--- config.mk ---
export PLATFORM = sky130hd
export DESIGN_NAME = wkpq_fifo
export DESIGN_NICKNAME = d
export VERILOG_FILES = /design/src/rtl/assert_macros.svh /design/src/rtl/wkpq_pkg.sv /design/src/rtl/wkpq_fifo.sv
export SDC_FILE = /design/constraint.sdc
export NUM_CORES = 1
export LEC_CHECK = 0
export BUFFER_PORTS_ARGS = -buffer_cell sky130_fd_sc_hd__buf_4
export CAP_MARGIN = 30
export CORE_ASPECT_RATIO = 1.2
export CORE_MARGIN = 5
export CORE_UTILIZATION = 45
export DETAILED_ROUTE_END_ITERATION = 10
export PLACE_DENSITY_LB_ADDON = 0.25
export SETUP_SLACK_MARGIN = 0.4
export SLEW_MARGIN = 20
export SYNTH_ARGS = -nofsm -noshare
export SYNTH_HDL_FRONTEND = slang
export SYNTH_SLANG_ARGS = --single-unit
--- constraint.sdc ---
create_clock -name clock -period 3.6 [get_ports clock]
set_clock_uncertainty 0.15 [all_clocks]
set_input_delay 0.36 -clock clock [delete_from_list [all_inputs] [get_ports clock]]
set_output_delay 0.36 -clock clock [all_outputs]
set_load 0.005 [all_outputs]
--- src/rtl/assert_macros.svh ---
// Concurrent assertion helpers for the RTL files; wkpq_back includes them.
`ifndef ASSERT_MACROS_SVH
`define ASSERT_MACROS_SVH

`ifndef NO_ASSERTIONS

// The property must hold at every clock edge outside reset.
`define WKPQ_ASSERT(label, clk, rst, prop, msg) \
   label: assert property (@(posedge clk) disable iff (rst) (prop)) else $error(msg);

// The expression must never be true outside reset.
`define WKPQ_NEVER(label, clk, rst, expr, msg) \
   label: assert property (@(posedge clk) disable iff (rst) !(expr)) else $error(msg);

`else

`define WKPQ_ASSERT(label, clk, rst, prop, msg)

`define WKPQ_NEVER(label, clk, rst, expr, msg)

`endif

`endif

--- src/rtl/wkpq_pkg.sv ---
`timescale 1ns / 1ps

package wkpq_pkg;

   localparam int ELEMENT_WIDTH = 16;
   localparam int GRADE_WIDTH   = 16;
   localparam int COUNT_WIDTH   = 8;
   localparam int KEY_WIDTH     = 32;
   localparam int WEIGHT_WIDTH  = 24;
   localparam int ENTRIES_WIDTH = 5;
   localparam int STATUS_WIDTH  = 2;

   localparam int GRADE_PROD_WIDTH = GRADE_WIDTH + WEIGHT_WIDTH;
   localparam int COUNT_PROD_WIDTH = COUNT_WIDTH + WEIGHT_WIDTH;
   localparam int SUM_WIDTH        = GRADE_PROD_WIDTH + 1;

   localparam int CSR_INDEX_WIDTH = 1;
   localparam logic [CSR_INDEX_WIDTH-1:0] REG_GRADE_WEIGHT = 1'd0;
   localparam logic [CSR_INDEX_WIDTH-1:0] REG_COUNT_WEIGHT = 1'd1;

   localparam logic [WEIGHT_WIDTH-1:0] GRADE_WEIGHT_RESET = 24'd5033;
   localparam logic [WEIGHT_WIDTH-1:0] COUNT_WEIGHT_RESET = 24'd293601;

   localparam logic OP_PUSH = 1'b0;
   localparam logic OP_POP  = 1'b1;

   localparam logic [STATUS_WIDTH-1:0] STATUS_OK        = 2'd0;
   localparam logic [STATUS_WIDTH-1:0] STATUS_POP_EMPTY = 2'd1;
   localparam logic [STATUS_WIDTH-1:0] STATUS_PUSH_FULL = 2'd2;

   localparam int QUEUE_DEPTH     = 2;
   localparam int QUEUE_PTR_WIDTH = 1;
   localparam int QUEUE_CNT_WIDTH = 2;

   typedef struct packed {
      logic [ELEMENT_WIDTH-1:0] element;
      logic [GRADE_WIDTH-1:0]   grade;
      logic [COUNT_WIDTH-1:0]   count;
      logic [KEY_WIDTH-1:0]     key;
   } entry_type;

   typedef struct packed {
      logic      op;
      entry_type entry;
   } cmd_type;

   typedef struct packed {
      entry_type                 head;
      logic [ENTRIES_WIDTH-1:0]  entries;
      logic                      is_empty;
      logic [STATUS_WIDTH-1:0]   status;
   } rsp_type;

endpackage

--- src/rtl/wkpq_fifo.sv ---
`timescale 1ns / 1ps

module wkpq_fifo
   import wkpq_pkg::*;
(
   input  logic    clock,
   input  logic    reset,
   input  logic    push_valid,
   output logic    push_ready,
   input  cmd_type push_cmd,
   output logic    pop_valid,
   input  logic    pop_ready,
   output cmd_type pop_cmd
);

   cmd_type                    entry_ff [QUEUE_DEPTH];
   logic [QUEUE_PTR_WIDTH-1:0] wr_ptr_ff, wr_ptr_in;
   logic [QUEUE_PTR_WIDTH-1:0] rd_ptr_ff, rd_ptr_in;
   logic [QUEUE_CNT_WIDTH-1:0] count_ff, count_in;
   logic                       do_push, do_pop;

   assign push_ready = count_ff != QUEUE_CNT_WIDTH'(QUEUE_DEPTH);
   assign pop_valid  = count_ff != '0;
   assign pop_cmd    = entry_ff[rd_ptr_ff];
   assign do_push    = push_valid && push_ready;
   assign do_pop     = pop_valid && pop_ready;

   always_comb begin
      wr_ptr_in = do_push ? wr_ptr_ff + 1'b1 : wr_ptr_ff;
      rd_ptr_in = do_pop ? rd_ptr_ff + 1'b1 : rd_ptr_ff;
      count_in  = count_ff;
      if (do_push && !do_pop) begin
         count_in = count_ff + 1'b1;
      end else if (do_pop && !do_push) begin
         count_in = count_ff - 1'b1;
      end
   end

   always_ff @(posedge clock) begin
      if (reset) begin
         wr_ptr_ff <= '0;
         rd_ptr_ff <= '0;
         count_ff  <= '0;
      end else begin
         wr_ptr_ff <= wr_ptr_in;
         rd_ptr_ff <= rd_ptr_in;
         count_ff  <= count_in;
      end
   end

   always_ff @(posedge clock) begin
      if (do_push) begin
         entry_ff[wr_ptr_ff] <= push_cmd;
      end
   end

endmodule

### Word-level counts from Yosys, hierarchy flattened

Memory sizes are Yosys's and may differ from the RTL's. A register that Yosys moved wholly into a read port is not among the register bits.
Cells that the tools add are included.

* add/subtract/negate cells: 4
* equality and inequality tests: 1
* muxes and demuxes: 6
* reductions and logical operators: 8

Operator list (count)
* logical AND 1 bit: 4
* 2-to-1 mux 1 bit: 4
* 2-to-1 mux 2 bit: 2
* nonzero test 2 bit: 2
* adder 1 bit, second input constant: 2
* adder 2 x 1 -> 2 bit, second input constant: 1
* zero test 1 bit: 2
* inequality test 2 bit, second input constant: 1
* subtractor 2 x 1 -> 2 bit, second input constant: 1

* flip-flop bits (word level): 4
* bits in writable memories: 146
* memories: 1

Memories
* entry_ff: words 2, bits a word 73, rd ports 1, clocked after memory_dff 1, write ports 1, RTL line wkpq_fifo.sv:16 `cmd_type entry_ff [QUEUE_DEPTH];`

### Depth between registers and ports, before layout

* depth after elaboration: 6
* depth in mapped cells: 6
* gate-level depth less buffers: 6

### Least setup slack after synthesis

Ideal clock, no wire load.

* path type: flip-flop to flip-flop
* from: reg count_ff[0]
* to: mem entry_ff[1][0] (netlist name) (enable)
* setup time: 439 ps
* data arrival time: 2352 ps
* data required time: 3011 ps
* path slack: 659 ps
* stages on the path, launching flop included: 3
* buffers on the path: 0
* cells stage by stage: dfxtp_1 > nand2b_1 > and3_1

* longest elaborated chain between the ends: 4

RTL lines
* start, declared: RTL line wkpq_fifo.sv:19 `logic [QUEUE_CNT_WIDTH-1:0] count_ff, count_in;`
* start signal, assigned: RTL line wkpq_fifo.sv:47 `count_ff <= count_in;`
* inequality test 2 bit: RTL line wkpq_fifo.sv:22 `assign push_ready = count_ff != QUEUE_CNT_WIDTH'(QUEUE_DEPTH);`
* net push_ready: RTL line wkpq_fifo.sv:9 `output logic push_ready,`
* logical AND 1 bit: RTL line wkpq_fifo.sv:25 `assign do_push = push_valid && push_ready;`
* 2-to-1 mux 1 bit: RTL line wkpq_fifo.sv:52 `if (do_push) begin`
* 2-to-1 mux 1 bit (implied by the code): RTL line wkpq_fifo.sv:53 `entry_ff[wr_ptr_ff] <= push_cmd;`
* end, declared: RTL line wkpq_fifo.sv:16

The timed path passes the listed nets, and every way through them passes these cells.

==> metrics.txt <==
synthesized area=0.00549 sq mm; top cells by count, synth=edfxtp_1 (146), mux2_2 (73), buf_4 (7); violation count after the first detailed-route iteration=100; CP arrival=1.91 ns; clock tree buffer depth=2; Max Slew Vio Count=0; Detailed Routing Iterations Pass 1=4; Clock Sinks=151; number of gates resized after cts=0; slowest stage delay, CP=0.66 ns; Worst Path Buf+Inv=2; CTS Hold Buffers Added=74; Die W=111 um; slew of the pin with the lowest slew margin=0.654 ns; CP Launch Type=flop; Final #Nets=568; EDFF count, synth=146; DRC viols=0; vias in the first global route=3494; Peak VDD IR=0.382 mV; Async SR Flop Fraction=0%; dominant cells by area after synthesis=edfxtp_1 (80%), mux2_2 (15%), dfxtp_1 (1.8%), buf_4 (0.96%), xor2_1 (0.48%); placer congestion estimate=0.684; Worst-path clk slew=0.06 ns; final WL=11100 um; unrepaired setup endpoints after global routing=no; utilization after layout=67.8%; post-route ant nets=0; Die Area=0.0145 sq mm; YS warnings=0; initial antenna violation count=0; first-pass GRT wire length=17800 um; highest-delay cell along the critical path=dfxtp_4; worst path required time=3.09 ns; Synth Flop Type=edfxtp_1; latest clock arrival within the worst-skew pair=0.41 ns; cts bufs inserted=17; Worst Setup End Kind=primary output; crit path kind=flop to primary output; core area=0.0120 sq mm; Post-Synthesis Cells=251; H-Tree Depth=4; vias post-DR=3066; Fillers=833; crit-path cells=buf_12, mux2_2, buf_4; Synth area leader=edfxtp_1; Layout area overhead=48.3%; PwrDens=640 mW/mm^2; grt ovf=0; HPWL after DPL=6620 um; # IOs=152; maxcap violations=0; final period utilization=67.1%; Critical Path Fanout Max=37; share of the synthesized area in the top cell type=79.9%; CTS tree=built; Max-slew headroom=56.3%; register area=0.00449 sq mm; setup bufs post-CTS=0; Seq/Total Area, Yosys=81.7%; largest net degree at the start of global routing=74; syn avg cell area=21.9 sq um; Antenna diodes=0; Initial Utilization=45.7%; vias per cell=4.62; layout cell share with drive strength beyond 1=51.9%; Setup-failing EPs final=0; Chip Height=131 um; outcome=finished, final reports clean; family with the most delay on the worst path=flip-flops; Netlist cell types=18; GRT Total Usage=16.0%; Tmin final=2.42 ns; top-count cell post-synth=edfxtp_1; Syn Nets=329; Max Clk Rate=414 MHz; IO buf count=151; CTS Root Cell=clkbuf_16; final hold violation count=0; Routed WL per cell=16.7 um; synthesis-stage register bit count=151; Setup Total Neg Slack=0 ns; std cell rows=44; multi-input logic area=946 sq um; Leak=3.06 nW; Hold Path Class=input port to flop
worst min-delay path, delay by kind of cell:
| kind | cells | cell delay, ns |
|---|---|---|
| compound gates | 2 | 0.17 |
| buf+inv | 1 | 0.10 |
layout by cell type (no fill, tap or decap), drive strengths merged, types with 2 or more instances in the layout:
| cell type | instances |
|---|---|
| clkinvlp | 3 |
| dfxtp | 5 |
| clkinv | 9 |
| nor2 | 3 |
| buf | 154 |
| dlygate4sd3 | 74 |
| mux2 | 73 |
| clkbuf | 18 |
| edfxtp | 146 |
| xor2 | 3 |
| bufinv | 2 |
| a21oi | 2 |
| o21ai | 2 |
sequential cells by signal (all words and copies together), names as in the netlist, named ones only:
register / flops
rd_ptr_ff: 1
wr_ptr_ff: 1
count_ff: 2
entry_ff: 146
metal layers:
| layer | GRT usage [%] | wire length [um] | vias up |
|---|---|---|---|
| li1 | - | - | 1472 |
| met4 | 6.01 | 188 | 0 |
| met1 | 17.4 | 4090 | 1491 |
| met2 | 28.9 | 6180 | 90 |
| met3 | 5.94 | 620 | 13 |
| met5 | 0 | 0 | - |
through the flow:
step	instances	total power (W)	worst slack [ns]	area, sq um	hold WS [ns]
floorplan	251	0.00291	0.659	5490	0.279
global placement	556	0.00348	1.47	6790	0.335
detailed placement	557	0.00351	1.45	6810	0.354
CTS	663	0.00525	1.04	8120	0.0895
global route	664	0.00546	1.07	8140	0.119
finish	664	0.00520	1.18	8140	0.124
layout make-up:
class | instances | share of cell area [%]
inverter | 1 | 0.0615
timing repair buffer | 228 | 23.8
clock inverter | 14 | 1.63
tap | 161 | 2.48
sequential | 151 | 55.2
multi-input combinational | 91 | 11.6
clock buffer | 18 | 5.27
worst paths after layout:
check                           startpoint                         to  slack, ns  cells past startpoint
hold / removal                  push_valid     wr_ptr_ff$_SDFFE_PP0P_       0.12                      3
setup / recovery                      flop                pop_cmd[45]       1.18                      3
setup reg to reg  count_ff[0]$_SDFFE_PP0P_  entry_ff[0][11]$_DFFE_PP_       1.41                      4
hold reg to reg     rd_ptr_ff$_SDFFE_PP0P_                       flop       0.37                      2
power breakdown:
group | leakage, nW | total [W] | internal [W] | switching [W]
registers | 1.41 | 0.00231 | 0.00220 | 0.000112
logic | 1.38 | 0.00123 | 0.000743 | 0.000484
clock network | 0.271 | 0.00167 | 0.00101 | 0.000655
cells by family (layout without fill, tap and decap cells):
kind of cell	Yosys count	after routing	share of synthesized area, %
fa+ha+maj	1	1	0.228
mux	73	73	15.0
flops	151	151	81.7
buf+inv	9	261	1.12
simple gates	9	9	0.913
xor+xnor	3	3	0.479
compound gates	5	5	0.547
(Power assumes the default switching activity.)
