<file path="config.mk">
export PLATFORM = sky130hd
export DESIGN_NAME = wkpq_back
export DESIGN_NICKNAME = d
export VERILOG_FILES = /design/src/rtl/wkpq_pkg.sv /design/src/rtl/wkpq_back.sv
export VERILOG_INCLUDE_DIRS = /design/src /design/src/rtl
export SDC_FILE = /design/constraint.sdc
export NUM_CORES = 2
export LEC_CHECK = 0
export BUFFER_PORTS_ARGS = -buffer_cell sky130_fd_sc_hd__buf_2
export CELL_PAD_IN_SITES_DETAIL_PLACEMENT = 0
export CELL_PAD_IN_SITES_GLOBAL_PLACEMENT = 2
export CORE_MARGIN = 2
export CORE_UTILIZATION = 44
export DETAILED_ROUTE_END_ITERATION = 16
export GPL_TIMING_DRIVEN = 0
export PLACE_DENSITY_LB_ADDON = 0.05
export SLEW_MARGIN = 20
export SYNTH_ARGS = -nofsm -noshare
export SYNTH_HDL_FRONTEND = slang
export SYNTH_SLANG_ARGS = --single-unit
</file>
<file path="constraint.sdc">
create_clock -name clock -period 6.5 [get_ports clock]
set_clock_uncertainty 0.1 [all_clocks]
set_input_delay 1.3 -clock clock [delete_from_list [all_inputs] [get_ports clock]]
set_output_delay 1.3 -clock clock [all_outputs]
set_load 0.02 [all_outputs]
</file>
<file path="src/rtl/assert_macros.svh">
// Concurrent assertion helpers for the RTL files; wkpq_back includes them.
`ifndef ASSERT_MACROS_SVH
`define ASSERT_MACROS_SVH

`ifndef NO_ASSERTIONS

// The property must hold at every clock edge outside reset.
`define WKPQ_ASSERT(label, clk, rst, prop, msg) \
   label: assert property (@(posedge clk) disable iff (rst) (prop)) else $error(msg);

// The expression must never be true outside reset.
`define WKPQ_NEVER(label, clk, rst, expr, msg) \
   label: assert property (@(posedge clk) disable iff (rst) !(expr)) else $error(msg);

`else

`define WKPQ_ASSERT(label, clk, rst, prop, msg)

`define WKPQ_NEVER(label, clk, rst, expr, msg)

`endif

`endif

</file>
<file path="src/rtl/wkpq_pkg.sv">
`timescale 1ns / 1ps

package wkpq_pkg;

   localparam int ELEMENT_WIDTH = 16;
   localparam int GRADE_WIDTH   = 16;
   localparam int COUNT_WIDTH   = 8;
   localparam int KEY_WIDTH     = 32;
   localparam int WEIGHT_WIDTH  = 24;
   localparam int ENTRIES_WIDTH = 5;
   localparam int STATUS_WIDTH  = 2;

   localparam int GRADE_PROD_WIDTH = GRADE_WIDTH + WEIGHT_WIDTH;
   localparam int COUNT_PROD_WIDTH = COUNT_WIDTH + WEIGHT_WIDTH;
   localparam int SUM_WIDTH        = GRADE_PROD_WIDTH + 1;

   localparam int CSR_INDEX_WIDTH = 1;
   localparam logic [CSR_INDEX_WIDTH-1:0] REG_GRADE_WEIGHT = 1'd0;
   localparam logic [CSR_INDEX_WIDTH-1:0] REG_COUNT_WEIGHT = 1'd1;

   localparam logic [WEIGHT_WIDTH-1:0] GRADE_WEIGHT_RESET = 24'd5033;
   localparam logic [WEIGHT_WIDTH-1:0] COUNT_WEIGHT_RESET = 24'd293601;

   localparam logic OP_PUSH = 1'b0;
   localparam logic OP_POP  = 1'b1;

   localparam logic [STATUS_WIDTH-1:0] STATUS_OK        = 2'd0;
   localparam logic [STATUS_WIDTH-1:0] STATUS_POP_EMPTY = 2'd1;
   localparam logic [STATUS_WIDTH-1:0] STATUS_PUSH_FULL = 2'd2;

   localparam int QUEUE_DEPTH     = 2;
   localparam int QUEUE_PTR_WIDTH = 1;
   localparam int QUEUE_CNT_WIDTH = 2;

   typedef struct packed {
      logic [ELEMENT_WIDTH-1:0] element;
      logic [GRADE_WIDTH-1:0]   grade;
      logic [COUNT_WIDTH-1:0]   count;
      logic [KEY_WIDTH-1:0]     key;
   } entry_type;

   typedef struct packed {
      logic      op;
      entry_type entry;
   } cmd_type;

   typedef struct packed {
      entry_type                 head;
      logic [ENTRIES_WIDTH-1:0]  entries;
      logic                      is_empty;
      logic [STATUS_WIDTH-1:0]   status;
   } rsp_type;

endpackage

</file>
<file path="src/rtl/wkpq_back.sv">
`timescale 1ns / 1ps
`include "assert_macros.svh"

module wkpq_back
   import wkpq_pkg::*;
#(
   parameter int CAPACITY = 16
) (
   input  logic    clock,
   input  logic    reset,
   input  logic    cmd_valid,
   output logic    cmd_ready,
   input  cmd_type cmd,
   output logic    rsp_valid,
   input  logic    rsp_ready,
   output rsp_type rsp
);

   localparam int FILL_WIDTH = $clog2(CAPACITY + 1);

   entry_type               slot_ff [CAPACITY];
   entry_type               slot_in [CAPACITY];
   logic [CAPACITY-1:0]     ahead;
   logic [FILL_WIDTH-1:0]   fill_ff, fill_in;
   logic                    rsp_valid_ff, rsp_valid_in;
   rsp_type                 rsp_ff, rsp_in;
   logic                    take, full, empty, do_push, do_pop;

   assign full      = fill_ff == FILL_WIDTH'(CAPACITY);
   assign empty     = fill_ff == '0;
   assign cmd_ready = !rsp_valid_ff || rsp_ready;
   assign take      = cmd_valid && cmd_ready;
   assign do_push   = take && (cmd.op == OP_PUSH) && !full;
   assign do_pop    = take && (cmd.op == OP_POP) && !empty;

   // Each cell compares its key with the new one; the stored order makes the
   // set of cells that stay ahead of the new entry a prefix of the list.
   for (genvar i = 0; i < CAPACITY; i++) begin : g_cell
      assign ahead[i] = (FILL_WIDTH'(i) < fill_ff) && (slot_ff[i].key > cmd.entry.key);

      always_comb begin
         slot_in[i] = slot_ff[i];
         if (do_push && !ahead[i]) begin
            if (i == 0) begin
               slot_in[i] = cmd.entry;
            end else if (ahead[(i == 0) ? 0 : i - 1]) begin
               slot_in[i] = cmd.entry;
            end else begin
               slot_in[i] = slot_ff[(i == 0) ? 0 : i - 1];
            end
         end else if (do_pop && (i < CAPACITY - 1)) begin
            slot_in[i] = slot_ff[(i < CAPACITY - 1) ? i + 1 : i];
         end
      end
   end

   always_comb begin
      fill_in = fill_ff;
      if (do_push) begin
         fill_in = fill_ff + 1'b1;
      end else if (do_pop) begin
         fill_in = fill_ff - 1'b1;
      end
   end

   always_comb begin
      rsp_in.status = STATUS_OK;
      if (cmd.op == OP_PUSH && full) begin
         rsp_in.status = STATUS_PUSH_FULL;
      end else if (cmd.op == OP_POP && empty) begin
         rsp_in.status = STATUS_POP_EMPTY;
      end
      rsp_in.entries  = ENTRIES_WIDTH'(fill_in);
      rsp_in.is_empty = fill_in == '0;
      rsp_in.head     = (fill_in == '0) ? '0 : slot_in[0];
   end

   always_comb begin
      rsp_valid_in = rsp_valid_ff;
      if (take) begin
         rsp_valid_in = 1'b1;
      end else if (rsp_ready) begin
         rsp_valid_in = 1'b0;
      end
   end

   assign rsp_valid = rsp_valid_ff;
   assign rsp       = rsp_ff;

   always_ff @(posedge clock) begin
      if (reset) begin
         fill_ff      <= '0;
         rsp_valid_ff <= 1'b0;
      end else begin
         fill_ff      <= fill_in;
         rsp_valid_ff <= rsp_valid_in;
      end
   end

   always_ff @(posedge clock) begin
      if (take) begin
         rsp_ff <= rsp_in;
      end
      if (do_push || do_pop) begin
         for (int i = 0; i < CAPACITY; i++) begin
            slot_ff[i] <= slot_in[i];
         end
      end
   end

   `WKPQ_NEVER(a_fill_bound, clock, reset, fill_ff > FILL_WIDTH'(CAPACITY), "fill level above capacity")
   `WKPQ_ASSERT(a_head_sorted, clock, reset, (fill_ff >= FILL_WIDTH'(2)) |-> (slot_ff[0].key >= slot_ff[1].key), "head key below second key")
   `WKPQ_ASSERT(a_push_grows, clock, reset, do_push |=> (fill_ff == $past(fill_ff) + 1'b1), "accepted push did not grow the list")
   `WKPQ_ASSERT(a_reject_holds, clock, reset, (take && cmd.op == OP_PUSH && full) |=> (fill_ff == $past(fill_ff)), "rejected push changed the fill level")

endmodule

</file>
## Word-level counts from Yosys, hierarchy flattened

Memory sizes are Yosys's and may differ from the RTL's.
Cells that the tools add are included.
W data, S select, Z words.

| operators by class | value |
|---|---|
| $add $sub $neg | 2 |
| $lt $le $gt $ge | 32 |
| equality and inequality tests | 1 |
| multiplexer cells | 53 |
| bitwise gates (word level) | 1 |
| reductions and logical operators | 63 |

Operators with widths:

| operator | count |
|---|---|
| $mux W72 | 46 |
| $gt A32 B32 Y1 | 16 |
| $lt A4 B5 Y1 const A | 8 |
| $logic_and A1 B1 Y1 | 39 |
| $lt A3 B5 Y1 const A | 4 |
| $logic_not A1 Y1 | 19 |
| $logic_not A5 Y1 | 2 |
| $lt A1 B5 Y1 const A | 2 |
| $lt A2 B5 Y1 const A | 2 |
| $mux W5 | 2 |
| $add A5 B1 Y5 const B | 1 |
| $eq A5 B5 Y1 const B | 1 |
| $mux W1 | 5 |
| $sub A5 B1 Y5 const B | 1 |
| $logic_or A1 B1 Y1 | 2 |
| $reduce_bool A2 Y1 | 1 |
| $not A1 Y1 | 1 |

| word-level totals | value |
|---|---|
| register bits | 86 |
| RAM bits | 1,152 |
| input port bits | 77 |
| output and inout bits | 82 |
| logic and storage cells | 162 |
| memories | 1 |

Memories:

| memory | words | width | read ports | clocked after Yosys merged registers in | write ports | RTL line | RTL |
|---|---|---|---|---|---|---|---|
| slot_ff | 16 | 72 | 16 | 0 | 16 | wkpq_back.sv:21 | `entry_type slot_ff [CAPACITY];` |

## Depth between registers and ports, before layout

| logic depth | value |
|---|---|
| word-level depth | 8 |
| gate-level depth with buffers | 12 |

## Worst setup path before layout

OpenSTA, ideal clock, no wires.

| timing | value |
|---|---|
| path type | input-to-reg |
| start | input cmd[14] in the netlist's numbering |
| end | memory slot_ff[0][288] in the netlist's numbering, enable pin |
| setup time | 0.442 ns |
| arrival time | 5.316 ns |
| data required time | 5.958 ns |
| slack | 0.642 ns |
| stages on the path | 12 |
| cell sequence | inv_1 ha_1 a21oi_1 nand2_1 a221o_1 o31a_1 o21ai_1 buf_2 and2_1 buf_2 buf_2 nand2b_1 |

RTL lines:

| what | RTL line | RTL |
|---|---|---|
| from (decl) | wkpq_back.sv:13 | `input cmd_type cmd,` |
| to (decl) | wkpq_back.sv:21 |  |

==> impl_metrics.toml <==
[synth]
syn_area_um2 = 74600
yosysWarnings = 0
synthCells = 6655
synth_seq_cells = 1238
synth.top_cell.area_share_pct = 49.6
synth_area_leaders = "edfxtp_1 50%, a21oi_1 13%, mux2i_1 12%"
yosys_most_used_dff = "edfxtp_1"
synth_top_area_cell = "edfxtp_1"
synth_nets = 7247
async_reset_ff_share_pct = 0
syn_avg_cell_area_um2 = 11.2
ys_seq_area_share_pct = 49.8
ys_types = 64
synth_edf_count = 1232

[setup_path]
cp-end-kind = "flop"
crit_path_frequent_cell = "buf_2"
worstPathMaxFanout = 41
critPathKind = "input pin to flop"
crit_path_start_kind = "input pin"
cp.required_ps = 6880
r2r_slack_ps = 910
path_cells = "buf_2 > inv_1 > ha_1 > nand2_1 > o21ai_0 > a221o_1 > o31a_1 > o21ai_1 > buf_2 > and2_1 > buf_2 > buf_2 > nand2b_4 > buf_16"
slowest_stage = "inv_1"
cpPeakStageDelay_ps = 760
arrival_ps = 6890

[sta]
slew_headroom_pct = 19.0
setup_viol = 15
rsz0062_at_grt = "false"
max_freq_ghz = 0.154
hold_viol_final = 0
min_period_ps = 6510
finalSetupTns_ps = -38.3
finalWorstSetupSlack_ps = -10.7
period_share_pct = 100
worstMarginPinSlew_ps = 1200
slew_viol_final = 0

[routing]
dr.pass1.iters = 6
wl_per_cell_um = 31.3
wirelength_mm = 293
vias = 57839
ant_nets = 0
drtIter0Drc = 5649
drc = 0
via_per_inst = 6.17

[global_routing]
grt_usage_pct = 33.2
grt_pass1_vias = 58207
antenna_found_initial = 22
grt_max_degree = 51
overflow = 0
grt_pass1_wl_mm = 412

[cells_and_area]
drive_gt1_share_pct = 13.9
final_util_pct = 50.1
fin_nets = 7609
final_common_cell = "a21oi_1"
fill_cells = 15612
area_growth_pct = 13.4
finalInstanceArea_um2 = 84600
fin_cells = 9372
layout_common_cells = "1893 x a21oi_1, 1232 x edfxtp_1, 869 x mux2i_1"
seqCellArea_um2 = 37100
multi_input_area_um2 = 35300

[clock_tree]
max-clock-path-buffers = 3
clk_pin_slew_worst_paths_ps = 50
post_cts_resize_count = 0
cts_sinks = 1238
cts_tree = "built"
clk_latency_ps = 810
numCtsBuffers = 151
cts_hold_buf = 0
htree_levels = 4
root_buffer = "clkbuf_16"
cts_setup_buffers = 0

[floorplan]
ios = 159
std_cell_rows = 151
start_util_pct = 44.2
die_x_um = 416
coreArea_um2 = 169000
die_h_um = 416
die_area_um2 = 173000

[outcome]
status = "finished, violations left"
failed_checks = "setup timing"

[placement]
dp.cells = 9082
gp_congestion = 0.924
numPortBuffers = 158
dpl_cell_area_um2 = 79700
dp_hpwl_mm = 224

[pwr]
switching_power_mw = 8.20
p_seq_share_pct = 43.1
p_int_mw = 17.4
ir_worst_vdd_v = 0.000297
clkPwrFrac_pct = 33.7
power_density_nw_per_um2 = 302
comb_power_share_pct = 23.2
swShare_pct = 32.1
leakagePower_nw = 35.9

[flow_run]
drv_cap = 0

[min_path]
min-delay-path-class = "flop to flop"
==> cell families after synthesis <==
group | Yosys count | synth area share (%)
compound gates | 2158 | 15.3
flops | 1238 | 49.8
mux | 1225 | 17.0
simple gates | 915 | 5.96
buf+inv | 601 | 3.29
fa+ha+maj | 515 | 8.64
xor+xnor | 3 | 0.0352
==> power groups by stage <==
stage               sequential, mW  combinational [mW]  clock, mW
floorplan                     11.0                3.51          0
global placement              11.3                5.53          0
detailed placement            11.2                5.85          0
CTS                           11.0                5.87       8.71
global route                  11.1                6.39       9.00
finish                        11.0                5.93       8.61
==> routing by layer <==
layer  track usage [%]  part of all wire (%)  up-vias
met2              54.9                    48     2240
met3              5.19                   6.2      543
li1                  -                     -    26329
met5                 0                0.0031        -
met1              41.7                    41    28725
met4              17.6                   5.6        2
==> worst max-delay path, delay by kind of cell <==
kind | cells | cell delay (ps)
simple gates | 3 | 950
compound gates | 4 | 1170
buf+inv | 6 | 2970
fa+ha+maj | 1 | 390
==> sequential cells by signal (all words and copies together) (netlist names) <==
signal     cells
rsp           80
fill_ff        5
rsp_valid      1
slot_ff     1152
==> area by class of cell <==
type	instances	area share (%)
Sequential cell	1238	43.9
Antenna cell	14	0.0414
Clock buffer	192	4.75
Multi-Input combinational cell	4816	41.7
Clock inverter	84	0.999
Timing Repair Buffer	209	2.37
Tap cell	2218	3.28
Inverter	60	0.272
Buffer	541	2.69
==> worst paths after layout <==
check                                                from                   endpoint  cells after the start
worst max-delay path                               cmd[7]  slot_ff[0][319]$_DFFE_PP_                     14
worst min-delay path            slot_ff[1][569]$_DFFE_PP_  slot_ff[1][497]$_DFFE_PP_                      1
worst max register to register  slot_ff[0][319]$_DFFE_PP_  slot_ff[0][319]$_DFFE_PP_                     11
worst min register to register  slot_ff[1][569]$_DFFE_PP_  slot_ff[1][497]$_DFFE_PP_                      1
==> Yosys cell counts, drive strengths merged (60+ instances only) <==
| master | n |
|---|---|
| a21oi | 1894 |
| edfxtp | 1232 |
| mux2i | 869 |
| ha | 515 |
| clkbuf | 374 |
| mux2 | 356 |
| nand2 | 318 |
| nor2 | 234 |
| buf | 167 |
| nand4 | 101 |
| nor4 | 68 |
| o21ai | 68 |
| nor3 | 62 |
| inv | 60 |
==> through the flow <==
step	power (mW)	hold slack [ps]	setup slack [ps]
after global placement	16.8	413	-5960
after floorplan	14.5	408	642
after CTS	25.6	440	103
after detailed placement	17.0	428	-778
final	25.6	435	-10.7
after global routing	26.5	458	50.4
No activity file was read; power rests on OpenSTA's default activity.
