File: src/rtl/assert_macros.svh
// Concurrent assertion helpers for the RTL files; wkpq_back includes them.
`ifndef ASSERT_MACROS_SVH
`define ASSERT_MACROS_SVH

`ifndef NO_ASSERTIONS

// The property must hold at every clock edge outside reset.
`define WKPQ_ASSERT(label, clk, rst, prop, msg) \
   label: assert property (@(posedge clk) disable iff (rst) (prop)) else $error(msg);

// The expression must never be true outside reset.
`define WKPQ_NEVER(label, clk, rst, expr, msg) \
   label: assert property (@(posedge clk) disable iff (rst) !(expr)) else $error(msg);

`else

`define WKPQ_ASSERT(label, clk, rst, prop, msg)

`define WKPQ_NEVER(label, clk, rst, expr, msg)

`endif

`endif

File: src/rtl/wkpq_pkg.sv
`timescale 1ns / 1ps

package wkpq_pkg;

   localparam int ELEMENT_WIDTH = 16;
   localparam int GRADE_WIDTH   = 16;
   localparam int COUNT_WIDTH   = 8;
   localparam int KEY_WIDTH     = 32;
   localparam int WEIGHT_WIDTH  = 24;
   localparam int ENTRIES_WIDTH = 5;
   localparam int STATUS_WIDTH  = 2;

   localparam int GRADE_PROD_WIDTH = GRADE_WIDTH + WEIGHT_WIDTH;
   localparam int COUNT_PROD_WIDTH = COUNT_WIDTH + WEIGHT_WIDTH;
   localparam int SUM_WIDTH        = GRADE_PROD_WIDTH + 1;

   localparam int CSR_INDEX_WIDTH = 1;
   localparam logic [CSR_INDEX_WIDTH-1:0] REG_GRADE_WEIGHT = 1'd0;
   localparam logic [CSR_INDEX_WIDTH-1:0] REG_COUNT_WEIGHT = 1'd1;

   localparam logic [WEIGHT_WIDTH-1:0] GRADE_WEIGHT_RESET = 24'd5033;
   localparam logic [WEIGHT_WIDTH-1:0] COUNT_WEIGHT_RESET = 24'd293601;

   localparam logic OP_PUSH = 1'b0;
   localparam logic OP_POP  = 1'b1;

   localparam logic [STATUS_WIDTH-1:0] STATUS_OK        = 2'd0;
   localparam logic [STATUS_WIDTH-1:0] STATUS_POP_EMPTY = 2'd1;
   localparam logic [STATUS_WIDTH-1:0] STATUS_PUSH_FULL = 2'd2;

   localparam int QUEUE_DEPTH     = 2;
   localparam int QUEUE_PTR_WIDTH = 1;
   localparam int QUEUE_CNT_WIDTH = 2;

   typedef struct packed {
      logic [ELEMENT_WIDTH-1:0] element;
      logic [GRADE_WIDTH-1:0]   grade;
      logic [COUNT_WIDTH-1:0]   count;
      logic [KEY_WIDTH-1:0]     key;
   } entry_type;

   typedef struct packed {
      logic      op;
      entry_type entry;
   } cmd_type;

   typedef struct packed {
      entry_type                 head;
      logic [ENTRIES_WIDTH-1:0]  entries;
      logic                      is_empty;
      logic [STATUS_WIDTH-1:0]   status;
   } rsp_type;

endpackage

File: src/rtl/wkpq_front.sv
`timescale 1ns / 1ps

module wkpq_front
   import wkpq_pkg::*;
(
   input  logic                       clock,
   input  logic                       reset,
   input  logic                       req_valid,
   output logic                       req_ready,
   input  logic                       req_operation,
   input  logic [ELEMENT_WIDTH-1:0]   req_element,
   input  logic [GRADE_WIDTH-1:0]     req_grade,
   input  logic [COUNT_WIDTH-1:0]     req_approved_count,
   input  logic                       csr_write_enable,
   input  logic [CSR_INDEX_WIDTH-1:0] csr_index,
   input  logic [WEIGHT_WIDTH-1:0]    csr_wdata,
   output logic                       cmd_valid,
   input  logic                       cmd_ready,
   output cmd_type                    cmd
);

   logic [WEIGHT_WIDTH-1:0]     grade_weight_ff, grade_weight_in;
   logic [WEIGHT_WIDTH-1:0]     count_weight_ff, count_weight_in;
   logic                        s1_valid_ff, s1_valid_in;
   logic                        s1_op_ff;
   logic [ELEMENT_WIDTH-1:0]    s1_element_ff;
   logic [GRADE_WIDTH-1:0]      s1_grade_ff;
   logic [COUNT_WIDTH-1:0]      s1_count_ff;
   logic [GRADE_PROD_WIDTH-1:0] grade_prod_ff;
   logic [COUNT_PROD_WIDTH-1:0] count_prod_ff;
   logic [SUM_WIDTH-1:0]        key_sum;
   logic                        take;

   always_comb begin
      grade_weight_in = grade_weight_ff;
      count_weight_in = count_weight_ff;
      if (csr_write_enable) begin
         unique case (csr_index)
            REG_GRADE_WEIGHT: grade_weight_in = csr_wdata;
            REG_COUNT_WEIGHT: count_weight_in = csr_wdata;
            default: ;
         endcase
      end
   end

   // Stage one holds the two products; the sum and saturation feed the queue.
   assign req_ready = !s1_valid_ff || cmd_ready;
   assign take      = req_valid && req_ready;
   assign cmd_valid = s1_valid_ff;

   always_comb begin
      s1_valid_in = s1_valid_ff;
      if (take) begin
         s1_valid_in = 1'b1;
      end else if (cmd_ready) begin
         s1_valid_in = 1'b0;
      end
   end

   assign key_sum = {1'b0, grade_prod_ff}
                  + SUM_WIDTH'(count_prod_ff);

   always_comb begin
      cmd.op            = s1_op_ff;
      cmd.entry.element = s1_element_ff;
      cmd.entry.grade   = s1_grade_ff;
      cmd.entry.count   = s1_count_ff;
      if (key_sum[SUM_WIDTH-1:KEY_WIDTH] != '0) begin
         cmd.entry.key = '1;
      end else begin
         cmd.entry.key = key_sum[KEY_WIDTH-1:0];
      end
   end

   always_ff @(posedge clock) begin
      if (reset) begin
         grade_weight_ff <= GRADE_WEIGHT_RESET;
         count_weight_ff <= COUNT_WEIGHT_RESET;
         s1_valid_ff     <= 1'b0;
      end else begin
         grade_weight_ff <= grade_weight_in;
         count_weight_ff <= count_weight_in;
         s1_valid_ff     <= s1_valid_in;
      end
   end

   always_ff @(posedge clock) begin
      if (take) begin
         s1_op_ff      <= req_operation;
         s1_element_ff <= req_element;
         s1_grade_ff   <= req_grade;
         s1_count_ff   <= req_approved_count;
         grade_prod_ff <= GRADE_PROD_WIDTH'(req_grade) * GRADE_PROD_WIDTH'(grade_weight_ff);
         count_prod_ff <= COUNT_PROD_WIDTH'(req_approved_count)
                        * COUNT_PROD_WIDTH'(count_weight_ff);
      end
   end

endmodule

File: config.mk
export PLATFORM = sky130hd
export DESIGN_NAME = wkpq_front
export DESIGN_NICKNAME = d
export VERILOG_FILES = /design/src/rtl/assert_macros.svh /design/src/rtl/wkpq_pkg.sv /design/src/rtl/wkpq_front.sv
export SDC_FILE = /design/constraint.sdc
export NUM_CORES = 2
export LEC_CHECK = 0
export ABC_AREA = 0
export BUFFER_PORTS_ARGS = -buffer_cell sky130_fd_sc_hd__buf_4
export CORE_ASPECT_RATIO = 0.75
export CORE_MARGIN = 2
export CORE_UTILIZATION = 58
export CTS_CLUSTER_SIZE = 16
export DETAILED_ROUTE_END_ITERATION = 8
export PLACE_DENSITY_LB_ADDON = 0.08
export SLEW_MARGIN = 15
export SYNTH_ARGS = -nofsm -noshare
export SYNTH_HDL_FRONTEND = slang
export SYNTH_SLANG_ARGS = --single-unit
export TNS_END_PERCENT = 10
File: constraint.sdc
create_clock -name clock -period 6.9 [get_ports clock]
set_input_delay 1.035 -clock clock [delete_from_list [all_inputs] [get_ports clock]]
set_output_delay 1.035 -clock clock [all_outputs]
set_load 0.05 [all_outputs]
Yosys cells after proc, flatten, opt, wreduce, memory -nomap -nowiden
Cells that the tools add are included.
W data, S select, Z words.
{ "totals": {"ff_bits": 162, "input_bits": 71, "out_inout_bits": 75, "wordCells": 23} }
{ "op_classes": {"add_sub_neg": 1, "mul": 2, "muxes": 3, "bitwise_logic": 1, "reduce_logical": 7} }
{ "ops": {"columns": ["operator", "count"], "rows": [
  ["$add A40 B32 Y41", 1],
  ["$mul A16 B24 Y40", 1],
  ["$mul A8 B24 Y32", 1],
  ["$mux W32", 1],
  ["$reduce_bool A9 Y1", 1],
  ["$reduce_and A2 Y1", 2],
  ["$mux W1", 2],
  ["$reduce_bool A2 Y1", 1],
  ["$logic_and A1 B1 Y1", 1],
  ["$logic_not A1 Y1", 1],
  ["$logic_or A1 B1 Y1", 1],
  ["$not A1 Y1", 1]
]} }

Depth between registers and ports, before layout
{ "logic_depth": {"depth_word": 4, "ltp_mapped": 25, "depth_no_buf": 24} }

Worst setup path after synthesis
OpenSTA, ideal clock, no wires.
{ "synth_timing": {"path_type": "input to register", "startpoint": "in req_grade[1]", "endpoint": "reg grade_prod_ff[38], data pin", "setup_ps": 259, "arrival_time_ps": 6791, "required_ps": 6641, "setup_slack_ps": -150, "path_stages": 22, "path_buffers": 1, "path_cell_list": "clkbuf_1 > nand2_1 > fa_1 > fa_1 > fa_1 > inv_1 > fa_1 > fa_1 > inv_1 > fa_1 > inv_1 > ha_1 > a21o_1 > a21o_1 > a2111oi_0 > o2bb2ai_1 > nor2_1 > o311ai_0 > o31a_1 > a211oi_1 > o21ai_0 > xnor2_1"} }
{ "synth_between": {"elab_chain_cells": 1} }
{ "synth_lines": {"columns": ["element", "line", "source"], "rows": [
  ["start, declared", "wkpq_front.sv:12", "input logic [GRADE_WIDTH-1:0] req_grade,"],
  ["$mul A16 B24 Y40", "wkpq_front.sv:93", "grade_prod_ff <= GRADE_PROD_WIDTH'(req_grade) * GRADE_PROD_WIDTH'(grade_weight_ff);"],
  ["end signal, assigned", "wkpq_front.sv:93", null],
  ["end, declared", "wkpq_front.sv:29", "logic [GRADE_PROD_WIDTH-1:0] grade_prod_ff;"]
]} }
Every way passes these cells.
A chain may end at the register's enable or synchronous reset.

Final worst setup path
Same ends and word-level chain as after synthesis.

==> Flow_metrics.wiki <==
{| class="wikitable"
! Metric !! Value
|-
| Top_reg_cell synth || sky130_fd_sc_hd__edfxtp_1
|-
| Crit-path most repeated cell || sky130_fd_sc_hd__fa_1
|-
| Final #Nets || 3599
|-
| Count of final hold-check violations || 0
|-
| Worst-path maximum fanout || 6
|-
| Launch point of the critical path || req_grade[1]
|-
| Peak supply drop || 0.559 mV
|-
| Result of the run || finished clean
|-
| Highest attainable clock frequency || 150 MHz
|-
| CTS tree || done
|-
| Post-route clock skew || 0.0161 ns
|-
| Wire length of the first global-routing pass || 105000 um
|-
| Avg WL per Cell || 18.3 um
|-
| Final Critical Period || 6.66 ns
|-
| Fin worst setup slack || 0.236 ns
|-
| Clock buffers created by TritonCTS || 17
|-
| Number of enable flip-flop cells after synthesis || 113
|-
| Finished Cell Area || 28200 um2
|-
| Area inside the core boundary || 43100 um2
|-
| Slew at the pin with the worst max-slew slack || 1.18 ns
|-
| Share of final-layout standard cells stronger than drive strength 1 || 0.119
|-
| Area of the die || 45100 um2
|-
| Dpl ws || -0.522 ns
|-
| Routed wire length || 63700 um
|-
| FF/Latch Area || 4380 um2
|-
| Starting density of the core || 0.584
|-
| Class of the worst hold path || reg2reg
|-
| Relative area change from synthesis to final layout || 12.2%
|-
| Fraction of the cycle the final worst path needs || 0.966
|-
| Number of distinct library cells after synthesis || 71
|-
| Reg2Reg Launch Point || grade_weight_ff[8]$_SDFFE_PP1P_
|-
| Largest net degree at the start of global routing || 60
|-
| Synthesis-stage register bit count || 162
|-
| Launching element type of the critical path || input port
|-
| Delay of the slowest critical-path stage || 0.56 ns
|-
| Number of buffers inserted by port buffering || 145
|-
| Number of top-level pins || 146
|-
| Clock edge transition at the registers on the reported setup and hold paths || 0.08 ns
|-
| Part of the Yosys area used for sequential elements || 0.174
|-
| Count of filler cells inserted in the layout || 3624
|-
| Initial antenna violation count || 2
|-
| Die height || 184 um
|-
| Starting DRC count in detailed routing || 1244
|-
| Skew-Pair Late Insertion Delay || 0.47 ns
|-
| DP HPWL || 51800 um
|-
| Syn Std Cell Area || 25200 um2
|-
| Quantity of hold-fixing buffers added after cts || 0
|-
| Count of final max-slew check failures || 0
|-
| Remaining routing DRC violations || 0
|-
| Cell count after synthesis || 2731
|-
| Final ANT Viol Nets || 0
|-
| Post-Syn Area per Cell || 9.21 um2
|-
| Synth async-reset ratio || 0
|-
| Cell with the largest stage delay on the worst path || sky130_fd_sc_hd__fa_1
|-
| Via count of the first global-routing pass || 20.1k
|-
| Number of core rows || 66
|-
| Static power due to leakage || 13.4 nW
|-
| Die width || 244 um
|-
| Overall Global Routing Usage || 0.301
|-
| Reg2reg setup slack || 0.31 ns
|-
| Data arrival time of the worst path || 6.89 ns
|-
| Yosys synthesis warning count || 0
|-
| Max clock buf depth || 2
|-
| Drt via density || 5.53
|-
| Final-report setup violation count || 0
|-
| Reg2Reg Depth || 20
|-
| Placer Congestion || 0.913
|-
| Normalized max-slew margin || 0.192
|-
| Maximum capacitance violations || 0
|-
| Area taken by multi-input logic gates || 18600 um2
|-
| GRT overflow || 0
|-
| Setup CP Type || in2reg
|-
| Final TNS setup || 0 ns
|-
| CTS Root Buffer Type || sky130_fd_sc_hd__clkbuf_16
|-
| Number of sinks on the clock net || 162
|-
| Detailed-route via count || 19.3k
|-
| Critical Path End Type || flip-flop
|-
| Capture point of the worst reg-to-reg path || grade_prod_ff[38]$_DFFE_PP_
|-
| Cell area reported after detailed placement || 27500 um2
|-
| Iteration count of the initial detailed-routing pass || 5
|-
| Number of nets produced by synthesis || 3437
|-
| Setup crit end || grade_prod_ff[38]$_DFFE_PP_
|-
| Clock H-tree levels || 4
|-
| Cells along the critical path || buf_4 > buf_4 > buf_4 > nand2_1 > fa_1 > fa_1 > fa_1 > inv_1 > fa_1 > fa_1 > inv_1 > fa_1 > inv_1 > ha_1 > a21o_1 > a21o_1 > a2111oi_2 > o2bb2ai_1 > nor2_2 > o311ai_4 > o31a_1 > a211oi_2 > o21ai_1 > xnor2_1
|-
| Power per Cell Area || 440 nW/um2
|-
| Required time of the worst setup path || 7.12 ns
|}
## worst min path at each step
stage | start | endpoint | slack [ns] | cells after the start
6_report | grade_weight_ff[21]$_SDFFE_PP0P_ | grade_weight_ff[21]$_SDFFE_PP0P_ | 0.47 | 2
5_1_grt | grade_weight_ff[21]$_SDFFE_PP0P_ | grade_weight_ff[21]$_SDFFE_PP0P_ | 0.51 | 2
3_3_place_gp | grade_weight_ff[21]$_SDFFE_PP0P_ | grade_weight_ff[21]$_SDFFE_PP0P_ | 0.45 | 2
4_1_cts | grade_weight_ff[21]$_SDFFE_PP0P_ | grade_weight_ff[21]$_SDFFE_PP0P_ | 0.47 | 2
2_1_floorplan | grade_weight_ff[13]$_SDFFE_PP0P_ | grade_weight_ff[13]$_SDFFE_PP0P_ | 0.48 | 2
3_5_place_dp | grade_weight_ff[21]$_SDFFE_PP0P_ | grade_weight_ff[21]$_SDFFE_PP0P_ | 0.46 | 2
## layout make-up
type / instances / share of cell area
clock inverter: 15 / 0.00745
clock buffer: 17 / 0.0151
sequential: 162 / 0.155
antenna: 2 / 0.000177
tap: 578 / 0.0256
timing repair buffer: 272 / 0.0741
multi-input combinational: 1968 / 0.660
inverter: 472 / 0.0628
## kinds of logic after synthesis
group / after synthesis / share of synthesized area
DFF: 162 / 0.174
muxes: 3 / 0.00124
AOI/OAI and AO/OA: 315 / 0.0805
buffers and inverters: 601 / 0.0908
adders and majority gates: 635 / 0.447
and+or+nand+nor: 925 / 0.176
xor gates and xnor gates: 90 / 0.0313
## state kept, by name, indices dropped and copies added, names as in the netlist
name / flops
grade_prod_ff: 40
count_prod_ff: 32
count_weight_ff: 24
grade_weight_ff: 24
s1_element_ff: 16
s1_grade_ff: 16
s1_count_ff: 8
cmd_valid: 1
s1_op_ff: 1
## placed cells by master, fill, tap and decap left out, types with 48 or more instances in the layout
cell,instances
sky130_fd_sc_hd__a21o_1,50
sky130_fd_sc_hd__a21oi_1,111
sky130_fd_sc_hd__and2_1,246
sky130_fd_sc_hd__buf_4,268
sky130_fd_sc_hd__dfxtp_1,48
sky130_fd_sc_hd__edfxtp_1,113
sky130_fd_sc_hd__fa_1,438
sky130_fd_sc_hd__ha_1,196
sky130_fd_sc_hd__inv_1,472
sky130_fd_sc_hd__nand2_1,517
sky130_fd_sc_hd__nor2_1,48
sky130_fd_sc_hd__xnor2_1,65
## critical path, delay by kind of cell
kind,cells,cell delay (ns)
XOR/XNOR,1,0.13
adder cells (fa/ha/maj),7,3.23
AND/OR/NAND/NOR,2,0.27
buffers and inverters,6,0.55
AO/OA/AOI/OAI,8,1.65
## through the flow
stage          cells  power [W]  utilization  hold slack (ns)
2_1_floorplan   2731    0.00798            -            0.484
3_3_place_gp    3450     0.0109        0.637            0.454
3_5_place_dp    3450     0.0110        0.637            0.458
4_1_cts         3482     0.0122        0.652            0.468
5_1_grt         3486     0.0137        0.655            0.508
6_report        3486     0.0124        0.655            0.471
## synthesized netlist by cell type (49+ instances only)
library cell,n,area (um2)
sky130_fd_sc_hd__nand2_1,517,1940
sky130_fd_sc_hd__inv_1,472,1770
sky130_fd_sc_hd__fa_1,439,8790
sky130_fd_sc_hd__and2_1,247,1550
sky130_fd_sc_hd__ha_1,196,2450
sky130_fd_sc_hd__edfxtp_1,113,3390
sky130_fd_sc_hd__a21oi_1,112,561
sky130_fd_sc_hd__clkbuf_1,111,417
sky130_fd_sc_hd__xnor2_1,65,569
sky130_fd_sc_hd__a21o_1,50,375
sky130_fd_sc_hd__dfxtp_1,49,981
sky130_fd_sc_hd__nor2_1,49,184
## power by group
group          internal, W  leakage, nW  switching [W]  total (W)
Combinational      0.00435         11.6        0.00530    0.00965
Sequential         0.00158         1.50       0.000132    0.00171
Clock             0.000559        0.312       0.000506    0.00107
Total              0.00648         13.4        0.00594     0.0124
## metal layers
layer  up-vias  part of all wire  track usage
met1      9746              0.44        0.420
met2       646              0.47        0.485
met5         -                 0            0
met3       105             0.068       0.0499
met4         0             0.027       0.0915
li1       8795                 -            -
## repair_timing
action | 4_1_cts | 5_1_grt
endpoints found under the setup margin | 1 | 7
setup buffers | 0 | 2
gates resized for setup | 2 | 20
pin swaps | 0 | 6
cloned | 0 | 0
No activity file was read; power rests on OpenSTA's default activity.
